[config.mk]
export PLATFORM = sky130hd
export DESIGN_NAME = masked_pixel_diff_counter
export DESIGN_NICKNAME = d
export VERILOG_FILES = /design/src/rtl/core/mpdc_pkg.sv /design/src/rtl/core/masked_pixel_diff_counter.sv
export SDC_FILE = /design/constraint.sdc
export NUM_CORES = 2
export LEC_CHECK = 0
export BUFFER_PORTS_ARGS = -buffer_cell sky130_fd_sc_hd__buf_2
export CAP_MARGIN = 25
export CELL_PAD_IN_SITES_DETAIL_PLACEMENT = 0
export CELL_PAD_IN_SITES_GLOBAL_PLACEMENT = 1
export CORE_MARGIN = 8
export CORE_UTILIZATION = 34
export CTS_BUF_LIST = sky130_fd_sc_hd__clkbuf_8
export CTS_CLUSTER_SIZE = 10
export DETAILED_ROUTE_END_ITERATION = 8
export GPL_TIMING_DRIVEN = 0
export PLACE_DENSITY = 0.59
export SYNTH_ARGS = -nofsm -noshare
export SYNTH_HDL_FRONTEND = slang
export SYNTH_SLANG_ARGS = --single-unit
[constraint.sdc]
create_clock -name i_clk -period 10.8 [get_ports i_clk]
set_input_delay 1.08 -clock i_clk [delete_from_list [all_inputs] [get_ports i_clk]]
set_output_delay 1.08 -clock i_clk [all_outputs]
set_load 0.03 [all_outputs]
[src/rtl/core/mpdc_pkg.sv]
package mpdc_pkg;

    localparam logic OP_PIXEL = 1'b0;
    localparam logic OP_MASK  = 1'b1;

    localparam logic [2:0] CFG_WIDTH      = 3'd0;
    localparam logic [2:0] CFG_HEIGHT     = 3'd1;
    localparam logic [2:0] CFG_REGION     = 3'd2;
    localparam logic [2:0] CFG_TOLERANCE  = 3'd3;
    localparam logic [2:0] CFG_SKIP_ALPHA = 3'd4;
    localparam logic [2:0] CFG_THRESHOLD  = 3'd5;

    localparam logic [31:0] BLACK_PIXEL = 32'hFF00_0000;
    localparam logic [31:0] CYAN_PIXEL  = 32'hFFFF_FF00;
    localparam logic [24:0] TALLY_MAX   = 25'h1FF_FFFF;
    localparam logic [14:0] FULL_PASS   = 15'd25600;
    localparam logic [12:0] SIZE_MAX    = 13'd4096;
    localparam logic [12:0] WIDTH_RESET  = 13'd640;
    localparam logic [12:0] HEIGHT_RESET = 13'd480;

    typedef struct packed {
        logic               operation;
        logic [31:0]        actual_pixel;
        logic [31:0]        baseline_pixel;
        logic [2:0]         mask_slot;
        logic signed [15:0] mask_x;
        logic signed [15:0] mask_y;
        logic signed [15:0] mask_w;
        logic signed [15:0] mask_h;
    } t_pix_in;

    typedef struct packed {
        logic [31:0] diff_pixel;
        logic        frame_end;
        logic [24:0] differing_count;
        logic [24:0] compared_count;
        logic [7:0]  peak_difference;
        logic        passed;
    } t_pix_out;

    typedef struct packed {
        logic signed [17:0] x0;
        logic signed [17:0] x1;
        logic signed [17:0] y0;
        logic signed [17:0] y1;
    } t_mask;

    typedef struct packed {
        logic       compared;
        logic       masked;
        logic [7:0] chan_peak;
        logic       last;
    } t_classify;

    typedef struct packed {
        t_pix_out    res;
        logic [39:0] lhs;
        logic [39:0] rhs;
        logic        total_zero;
    } t_verdict;

endpackage

[src/rtl/core/masked_pixel_diff_counter.sv]
// Throughput: one transaction per cycle unless back-pressure on i_ready stalls the stages;
// a mask load takes one slot and gives no result.
// Five register stages: input, classify (region, masks, channel diff), tally, products, verdict.
// Reset (synchronous, active low): stages empty, position and tallies zero, masks off,
// configuration back to 640x480, whole-image region, tolerance 0, alpha used, threshold 0.
module masked_pixel_diff_counter #(
    parameter int MASKS = 8
) (
    input  logic               i_clk,
    input  logic               i_rst_n,
    input  logic               i_valid,
    output logic               o_ready,
    input  mpdc_pkg::t_pix_in  i_data,
    output logic               o_valid,
    input  logic               i_ready,
    output mpdc_pkg::t_pix_out o_data,
    input  logic               i_cfg_valid,
    output logic               o_cfg_ready,
    input  logic [2:0]         i_cfg_index,
    input  logic [63:0]        i_cfg_data
);
    import mpdc_pkg::*;

    logic [12:0] r_width, r_height;
    logic [63:0] r_region;
    logic [7:0]  r_tolerance;
    logic        r_skip_alpha;
    logic [14:0] r_threshold;

    logic [11:0] r_col, r_row;
    logic [24:0] r_diff_tally, r_total_tally;
    logic [7:0]  r_peak_tally;

    t_mask            r_mask [MASKS];
    logic [MASKS-1:0] r_mask_en;

    logic      r_v1, r_v2, r_v3, r_v4, r_v5;
    t_pix_in   r_s1;
    t_classify r_s2;
    t_pix_out  r_s3;
    t_verdict  r_s4;
    t_pix_out  r_s5;

    logic ld1, ld2, ld3, ld4, ld5;

    assign ld5         = r_v4 && (!r_v5 || i_ready);
    assign ld4         = r_v3 && (!r_v4 || ld5);
    assign ld3         = r_v2 && (!r_v3 || ld4);
    assign ld2         = r_v1 && (!r_v2 || ld3);
    assign o_ready     = !r_v1 || ld2;
    assign ld1         = i_valid && o_ready;
    assign o_cfg_ready = 1'b1;
    assign o_valid     = r_v5;
    assign o_data      = r_s5;

    // Classify stage
    logic [12:0] wd, ht;
    logic signed [17:0] pxs, pys, rx, ry, rw, rh, rx0, rx1, ry0, ry1, rxe, rye, wds, hts;
    logic in_region, mask_hit, last;
    logic [11:0] n_col, n_row;
    logic [7:0] cd [4];
    logic [7:0] chan_peak;
    t_mask n_mask;
    logic  n_mask_en;
    t_classify n_s2;

    always_comb begin
        wd = (r_width == 13'd0) ? 13'd1 : ((r_width > SIZE_MAX) ? SIZE_MAX : r_width);
        ht = (r_height == 13'd0) ? 13'd1 : ((r_height > SIZE_MAX) ? SIZE_MAX : r_height);
        wds = {5'd0, wd};
        hts = {5'd0, ht};
        pxs = {6'd0, r_col};
        pys = {6'd0, r_row};
        rx  = {{2{r_region[15]}}, r_region[15:0]};
        ry  = {{2{r_region[31]}}, r_region[31:16]};
        rw  = {{2{r_region[47]}}, r_region[47:32]};
        rh  = {{2{r_region[63]}}, r_region[63:48]};
        rxe = rx + rw;
        rye = ry + rh;
        rx0 = (rx > 18'sd0) ? rx : 18'sd0;
        ry0 = (ry > 18'sd0) ? ry : 18'sd0;
        rx1 = (rxe < wds) ? rxe : wds;
        ry1 = (rye < hts) ? rye : hts;
        in_region = (rw <= 18'sd0) || (rh <= 18'sd0) || (rx1 <= rx0) || (ry1 <= ry0) ||
                    (pxs >= rx0 && pxs < rx1 && pys >= ry0 && pys < ry1);

        mask_hit = 1'b0;
        for (int i = 0; i < MASKS; i++) begin
            if (r_mask_en[i] && pxs >= r_mask[i].x0 && pxs < r_mask[i].x1 &&
                pys >= r_mask[i].y0 && pys < r_mask[i].y1) begin
                mask_hit = 1'b1;
            end
        end

        for (int c = 0; c < 4; c++) begin
            cd[c] = (r_s1.actual_pixel[c*8 +: 8] > r_s1.baseline_pixel[c*8 +: 8]) ?
                    r_s1.actual_pixel[c*8 +: 8] - r_s1.baseline_pixel[c*8 +: 8] :
                    r_s1.baseline_pixel[c*8 +: 8] - r_s1.actual_pixel[c*8 +: 8];
        end
        if (r_skip_alpha) begin
            cd[3] = 8'd0;
        end
        chan_peak = cd[0];
        for (int c = 1; c < 4; c++) begin
            if (cd[c] > chan_peak) begin
                chan_peak = cd[c];
            end
        end

        last  = 1'b0;
        n_col = r_col + 12'd1;
        n_row = r_row;
        if ({1'b0, r_col} >= wd - 13'd1) begin
            n_col = 12'd0;
            if ({1'b0, r_row} >= ht - 13'd1) begin
                n_row = 12'd0;
                last  = 1'b1;
            end else begin
                n_row = r_row + 12'd1;
            end
        end

        n_s2.compared  = in_region && !mask_hit;
        n_s2.masked    = in_region && mask_hit;
        n_s2.chan_peak = chan_peak;
        n_s2.last      = last;

        n_mask.x0 = {{2{r_s1.mask_x[15]}}, r_s1.mask_x};
        n_mask.y0 = {{2{r_s1.mask_y[15]}}, r_s1.mask_y};
        n_mask.x1 = n_mask.x0 + {{2{r_s1.mask_w[15]}}, r_s1.mask_w};
        n_mask.y1 = n_mask.y0 + {{2{r_s1.mask_h[15]}}, r_s1.mask_h};
        n_mask_en = (r_s1.mask_w > 16'sd0) && (r_s1.mask_h > 16'sd0);
    end

    // Tally stage
    logic        differs;
    logic [24:0] n_diff_tally, n_total_tally;
    logic [7:0]  n_peak_tally;
    t_pix_out    n_s3;

    always_comb begin
        differs       = r_s2.compared && (r_s2.chan_peak > r_tolerance);
        n_total_tally = r_total_tally;
        n_diff_tally  = r_diff_tally;
        n_peak_tally  = r_peak_tally;
        if (r_s2.compared && r_total_tally < TALLY_MAX) begin
            n_total_tally = r_total_tally + 25'd1;
        end
        if (differs) begin
            if (r_diff_tally < TALLY_MAX) begin
                n_diff_tally = r_diff_tally + 25'd1;
            end
            if (r_s2.chan_peak > r_peak_tally) begin
                n_peak_tally = r_s2.chan_peak;
            end
        end
        n_s3.diff_pixel = r_s2.masked ? CYAN_PIXEL :
                          (differs ? (BLACK_PIXEL | {24'd0, r_s2.chan_peak}) : BLACK_PIXEL);
        n_s3.frame_end       = r_s2.last;
        n_s3.differing_count = r_s2.last ? n_diff_tally : 25'd0;
        n_s3.compared_count  = r_s2.last ? n_total_tally : 25'd0;
        n_s3.peak_difference = r_s2.last ? n_peak_tally : 8'd0;
        n_s3.passed          = 1'b0;
    end

    // Product and verdict stages
    t_verdict n_s4;
    t_pix_out n_s5;

    always_comb begin
        n_s4.res        = r_s3;
        n_s4.lhs        = ({15'd0, r_s3.differing_count} << 14) +
                          ({15'd0, r_s3.differing_count} << 13) +
                          ({15'd0, r_s3.differing_count} << 10);
        n_s4.rhs        = {25'd0, r_threshold} * {15'd0, r_s3.compared_count};
        n_s4.total_zero = (r_s3.compared_count == 25'd0);

        n_s5 = r_s4.res;
        if (r_s4.res.frame_end) begin
            n_s5.passed = r_s4.total_zero ? (r_threshold >= FULL_PASS) : (r_s4.lhs <= r_s4.rhs);
        end
    end

    always_ff @(posedge i_clk) begin
        if (!i_rst_n) begin
            r_width       <= WIDTH_RESET;
            r_height      <= HEIGHT_RESET;
            r_region      <= 64'd0;
            r_tolerance   <= 8'd0;
            r_skip_alpha  <= 1'b0;
            r_threshold   <= 15'd0;
            r_col         <= 12'd0;
            r_row         <= 12'd0;
            r_diff_tally  <= 25'd0;
            r_total_tally <= 25'd0;
            r_peak_tally  <= 8'd0;
            r_mask_en     <= '0;
            r_v1          <= 1'b0;
            r_v2          <= 1'b0;
            r_v3          <= 1'b0;
            r_v4          <= 1'b0;
            r_v5          <= 1'b0;
        end else begin
            if (i_cfg_valid && o_cfg_ready) begin
                case (i_cfg_index)
                    CFG_WIDTH:      r_width      <= i_cfg_data[12:0];
                    CFG_HEIGHT:     r_height     <= i_cfg_data[12:0];
                    CFG_REGION:     r_region     <= i_cfg_data;
                    CFG_TOLERANCE:  r_tolerance  <= i_cfg_data[7:0];
                    CFG_SKIP_ALPHA: r_skip_alpha <= i_cfg_data[0];
                    CFG_THRESHOLD:  r_threshold  <= i_cfg_data[14:0];
                    default: ;
                endcase
            end

            if (ld1) begin
                r_v1 <= 1'b1;
            end else if (ld2) begin
                r_v1 <= 1'b0;
            end

            if (ld2) begin
                r_v2 <= (r_s1.operation == OP_PIXEL);
                if (r_s1.operation == OP_PIXEL) begin
                    r_col <= n_col;
                    r_row <= n_row;
                end else begin
                    for (int i = 0; i < MASKS; i++) begin
                        if (int'(r_s1.mask_slot) == i) begin
                            r_mask_en[i] <= n_mask_en;
                        end
                    end
                end
            end else if (ld3) begin
                r_v2 <= 1'b0;
            end

            if (ld3) begin
                r_v3 <= 1'b1;
                if (r_s2.last) begin
                    r_diff_tally  <= 25'd0;
                    r_total_tally <= 25'd0;
                    r_peak_tally  <= 8'd0;
                end else begin
                    r_diff_tally  <= n_diff_tally;
                    r_total_tally <= n_total_tally;
                    r_peak_tally  <= n_peak_tally;
                end
            end else if (ld4) begin
                r_v3 <= 1'b0;
            end

            if (ld4) begin
                r_v4 <= 1'b1;
            end else if (ld5) begin
                r_v4 <= 1'b0;
            end

            if (ld5) begin
                r_v5 <= 1'b1;
            end else if (i_ready) begin
                r_v5 <= 1'b0;
            end
        end
    end

    always_ff @(posedge i_clk) begin
        if (ld1) begin
            r_s1 <= i_data;
        end
        if (ld2 && r_s1.operation == OP_MASK) begin
            for (int i = 0; i < MASKS; i++) begin
                if (int'(r_s1.mask_slot) == i) begin
                    r_mask[i] <= n_mask;
                end
            end
        end
        if (ld2) begin
            r_s2 <= n_s2;
        end
        if (ld3) begin
            r_s3 <= n_s3;
        end
        if (ld4) begin
            r_s4 <= n_s4;
        end
        if (ld5) begin
            r_s5 <= n_s5;
        end
    end

    a_diff_le_compared: assert property (@(posedge i_clk) disable iff (!i_rst_n)
        o_valid && o_data.frame_end |-> o_data.differing_count <= o_data.compared_count)
        else $error("differing count above compared count");

    a_peak_needs_diff: assert property (@(posedge i_clk) disable iff (!i_rst_n)
        o_valid && o_data.peak_difference != 8'd0 |-> o_data.differing_count != 25'd0)
        else $error("peak without differing pixels");

    a_summary_only_at_end: assert property (@(posedge i_clk) disable iff (!i_rst_n)
        o_valid && !o_data.frame_end |->
            o_data.compared_count == 25'd0 && !o_data.passed)
        else $error("summary outside frame end");

    a_opaque_output: assert property (@(posedge i_clk) disable iff (!i_rst_n)
        o_valid |-> o_data.diff_pixel[31:24] == 8'hFF)
        else $error("diff pixel not opaque");

    a_tally_cleared: assert property (@(posedge i_clk) disable iff (!i_rst_n)
        ld3 && r_s2.last |=> r_total_tally == 25'd0 && r_diff_tally == 25'd0)
        else $error("tallies not cleared after frame end");

endmodule

==> results.toml <==
[run_status]
status = "complete, no violations"

[power_and_ir_drop]
pwr-share-seq_pct = 43.8
switching_share_pct = 31.3
power_density_nw_per_um2 = 143
p_leak_nw = 36.1
intPower_w = 0.00815
ir_drop_v = 0.000150
combPwrFrac_pct = 20.8
clockPowerShare_pct = 35.4
p_sw_w = 0.00372

[timing]
fin_crit_sh_pct = 88.0
fin_crit_ns = 9.51
drv_slew = 0
fin_ws_ns = 1.29
fin_skew_ns = 0.0750
tightest_slew_ns = 1.07
setup_viol = 0
rsz0062_at_grt = "false"
hold_viol = 0
fmax_mhz = 105
whs_ns = 0.251
worst_slew_margin_rel_pct = 28.5

[clocking]
postCtsHoldBufs = 0
root_buffer = "clkbuf_8"
post_cts_buffers = 0
clk_path_buf_depth = 3
numCtsBuffers = 206
clk_pin_slew_ns = 0.06
cts_sinks = 1153
cts_tree = "done"
ctsResizeCount = 0
cts_max_level = 4
clk-insertion-delay-late_ns = 1.01

[cells_and_area]
area_growth_pct = 14.5
seq_area_um2 = 32500
nets = 8499
fin_cells = 10149
multiInputGateArea_um2 = 36000
fillers = 20712
drive_gt1_share_pct = 10.0

[min_path]
hold_class = "in -> reg"

[placed_design]
dp_cells = 9747
portBuffers = 287
pre_cts_slack_ns = 1.35
place_congestion = 0.852
hpwlAfterDp_um = 163000

[detailed_routing]
via_per_inst = 4.88
drt_first_pass_iters = 5
drc = 0
vias = 49479
first_iter_violations = 2624
wl_per_cell_um = 20.8
antenna_left = 0
drt_wl_total_um = 211000

[critical_path]
critPathMaxFanout = 10
crit_path_start_kind = "register"
max_stage_delay_ns = 0.64
crit_type = "reg -> reg"
critPathRequiredTime_ns = 11.43
end_kind = "register"
slowest_stage = "o21ai_1"
cp.arrival_ns = 10.14

[logic_synthesis]
synth_area_leader_cell = "edfxtp_1"
synth_area_um2 = 72500
synth_ff_type = "edfxtp_1"
synthCells = 6559
synth_cell_types = 87
async_flop_share_pct = 0
synth_seq_area_share_pct = 44.9
yosys-top-cells-area = "edfxtp_1 (39%), ha_1 (14%), fa_1 (9.1%)"
ys_ff_latch = 1153
ys_warn_count = 0
syn_avg_cell_area_um2 = 11.1
synth_top_cell_area_share_pct = 39.1
synth-edff-count = 944

[floorplan]
dieArea_um2 = 228000
die_w_um = 478
floorplan.initialDensity_pct = 34.2
ios = 299
coreArea_um2 = 212000
die_h_um = 478
rows = 169

[global_routing]
grt_overflow = 0
grt_pass1_vias = 51133
grt_first_pass_wirelength_um = 318000
antenna_found_initial = 11
grt_usage_pct = 18.2
grt_max_degree = 41

[flow_run]
cap_violations = 0
critical path: cells and delay by family (launching register included):
kind | cells | cell delay (ns)
AND/OR/NAND/NOR | 6 | 0.78
buffers and inverters | 7 | 1.21
adder cells (fa/ha/maj) | 5 | 1.49
multiplexers | 3 | 1.23
AO/OA/AOI/OAI | 19 | 4.09
flip-flops | 1 | 0.39
metrics by stage:
step / setup TNS (ns) / total power [W] / instance area [um^2] / util [%]
final: 0 / 0.0119 / 83000 / 39.1
after global routing: 0 / 0.0125 / 83000 / 39.1
after CTS: 0 / 0.0121 / 83000 / 39.1
after detailed placement: 0 / 0.00777 / 78700 / 37.1
after global placement: -629.16 / 0.00772 / 77500 / 36.5
after floorplan: 0 / 0.00675 / 72500 / -
layout by cell type, fill, tap and decap left out, drive strengths merged, types with 13 or more instances in the layout:
master and count:
or4 13, nand4 85, o211ai 29, conb 13
a22oi 36, a21o 141, o22ai 13, clkinv 73
diode 14, clkbuf 367, a31oi 27, inv 954
nand3 80, xor2 68, o21a 97, bufinv 14
a211oi 32, a21oi 247, nand2b 73, edfxtp 944
o21ai 237, or3 34, nor2b 135, mux2 29
nor2 234, and3 49, mux2i 39, and2 254
o21bai 17, o2111ai 13, xnor2 136, nor3 79
ha 829, a2111oi 18, dfxtp 209, a21boi 163
buf 385, nor4 76, nand2 620, fa 331
registers in the layout (all words and copies together) (netlist names), 15 cells and up:
| name | count |
|---|---|
| r_s1 | 100 |
| r_s4 | 68 |
| r_region | 64 |
| r_mask | 528 |
| r_total_tally | 25 |
| r_threshold | 15 |
| r_diff_tally | 25 |
| n_mask | 32 |
| n_s5 | 68 |
| o_data | 69 |
| n_s4 | 68 |
path summary, 6_finish.rpt:
path | endpoint | cells past startpoint | start | slack [ns]
worst max register to register | r_s2[8] | 40 | r_s1[99] | 1.29
worst min-delay path | r_s1[88] | 1 | i_data[88] | 0.25
worst min register to register | o_data[32] | 0 | n_s5[32] | 0.39
worst max-delay path | r_s2[8] | 40 | r_s1[99] | 1.29
synth_stat cells (all sizes together), types with 80 or more instances:
cell type and number:
nand3 80, edfxtp 944, o21ai 237, ha 829, dfxtp 209, o21a 97, fa 331, nand4 85
nand2 620, and2 254, xnor2 136, a21oi 247, inv 872, nor2 234, a21o 141, clkbuf 151
nor2b 135, a21boi 163
area by class of cell:
class,count,area share (%)
multi-input cells,4362,43.4
flip-flops and latches,1153,39.2
well taps,2821,4.25
inverters,875,3.96
clock buffers,216,3.58
repair buffers,356,3.11
clock inverters,171,1.53
plain buffers,181,0.946
diodes,14,0.0422
routing by layer:
metal / global-route usage [%] / vias to the layer above / share of wire [%]
met3: 2.66 / 317 / 3.5
li1: - / 24045 / -
met1: 22.3 / 24245 / 43
met2: 32.5 / 872 / 50
met5: 0 / - / 0
met4: 6.30 / 0 / 3.5
cell families (layout without fill, tap and decap cells):
logic type      Yosys count  in the layout  share of synthesized area (%)
other cells               1             27                        0.00517
fa+ha+maj              1162           1162                           23.5
simple gates           1769           1769                           12.2
flops                  1153           1153                           44.9
xor+xnor                204            204                           2.46
compound gates         1146           1146                           10.4
buf+inv                1056           1799                           5.61
mux                      68             68                          0.994
power by group through the flow:
stage / Sequential [W] / Combinational [W] / Clock, W
finish: 0.00519 / 0.00247 / 0.00421
global route: 0.00520 / 0.00272 / 0.00455
CTS: 0.00520 / 0.00249 / 0.00437
detailed placement: 0.00529 / 0.00248 / 0
global placement: 0.00531 / 0.00241 / 0
floorplan: 0.00521 / 0.00153 / 0
(Power assumes the default switching activity.)
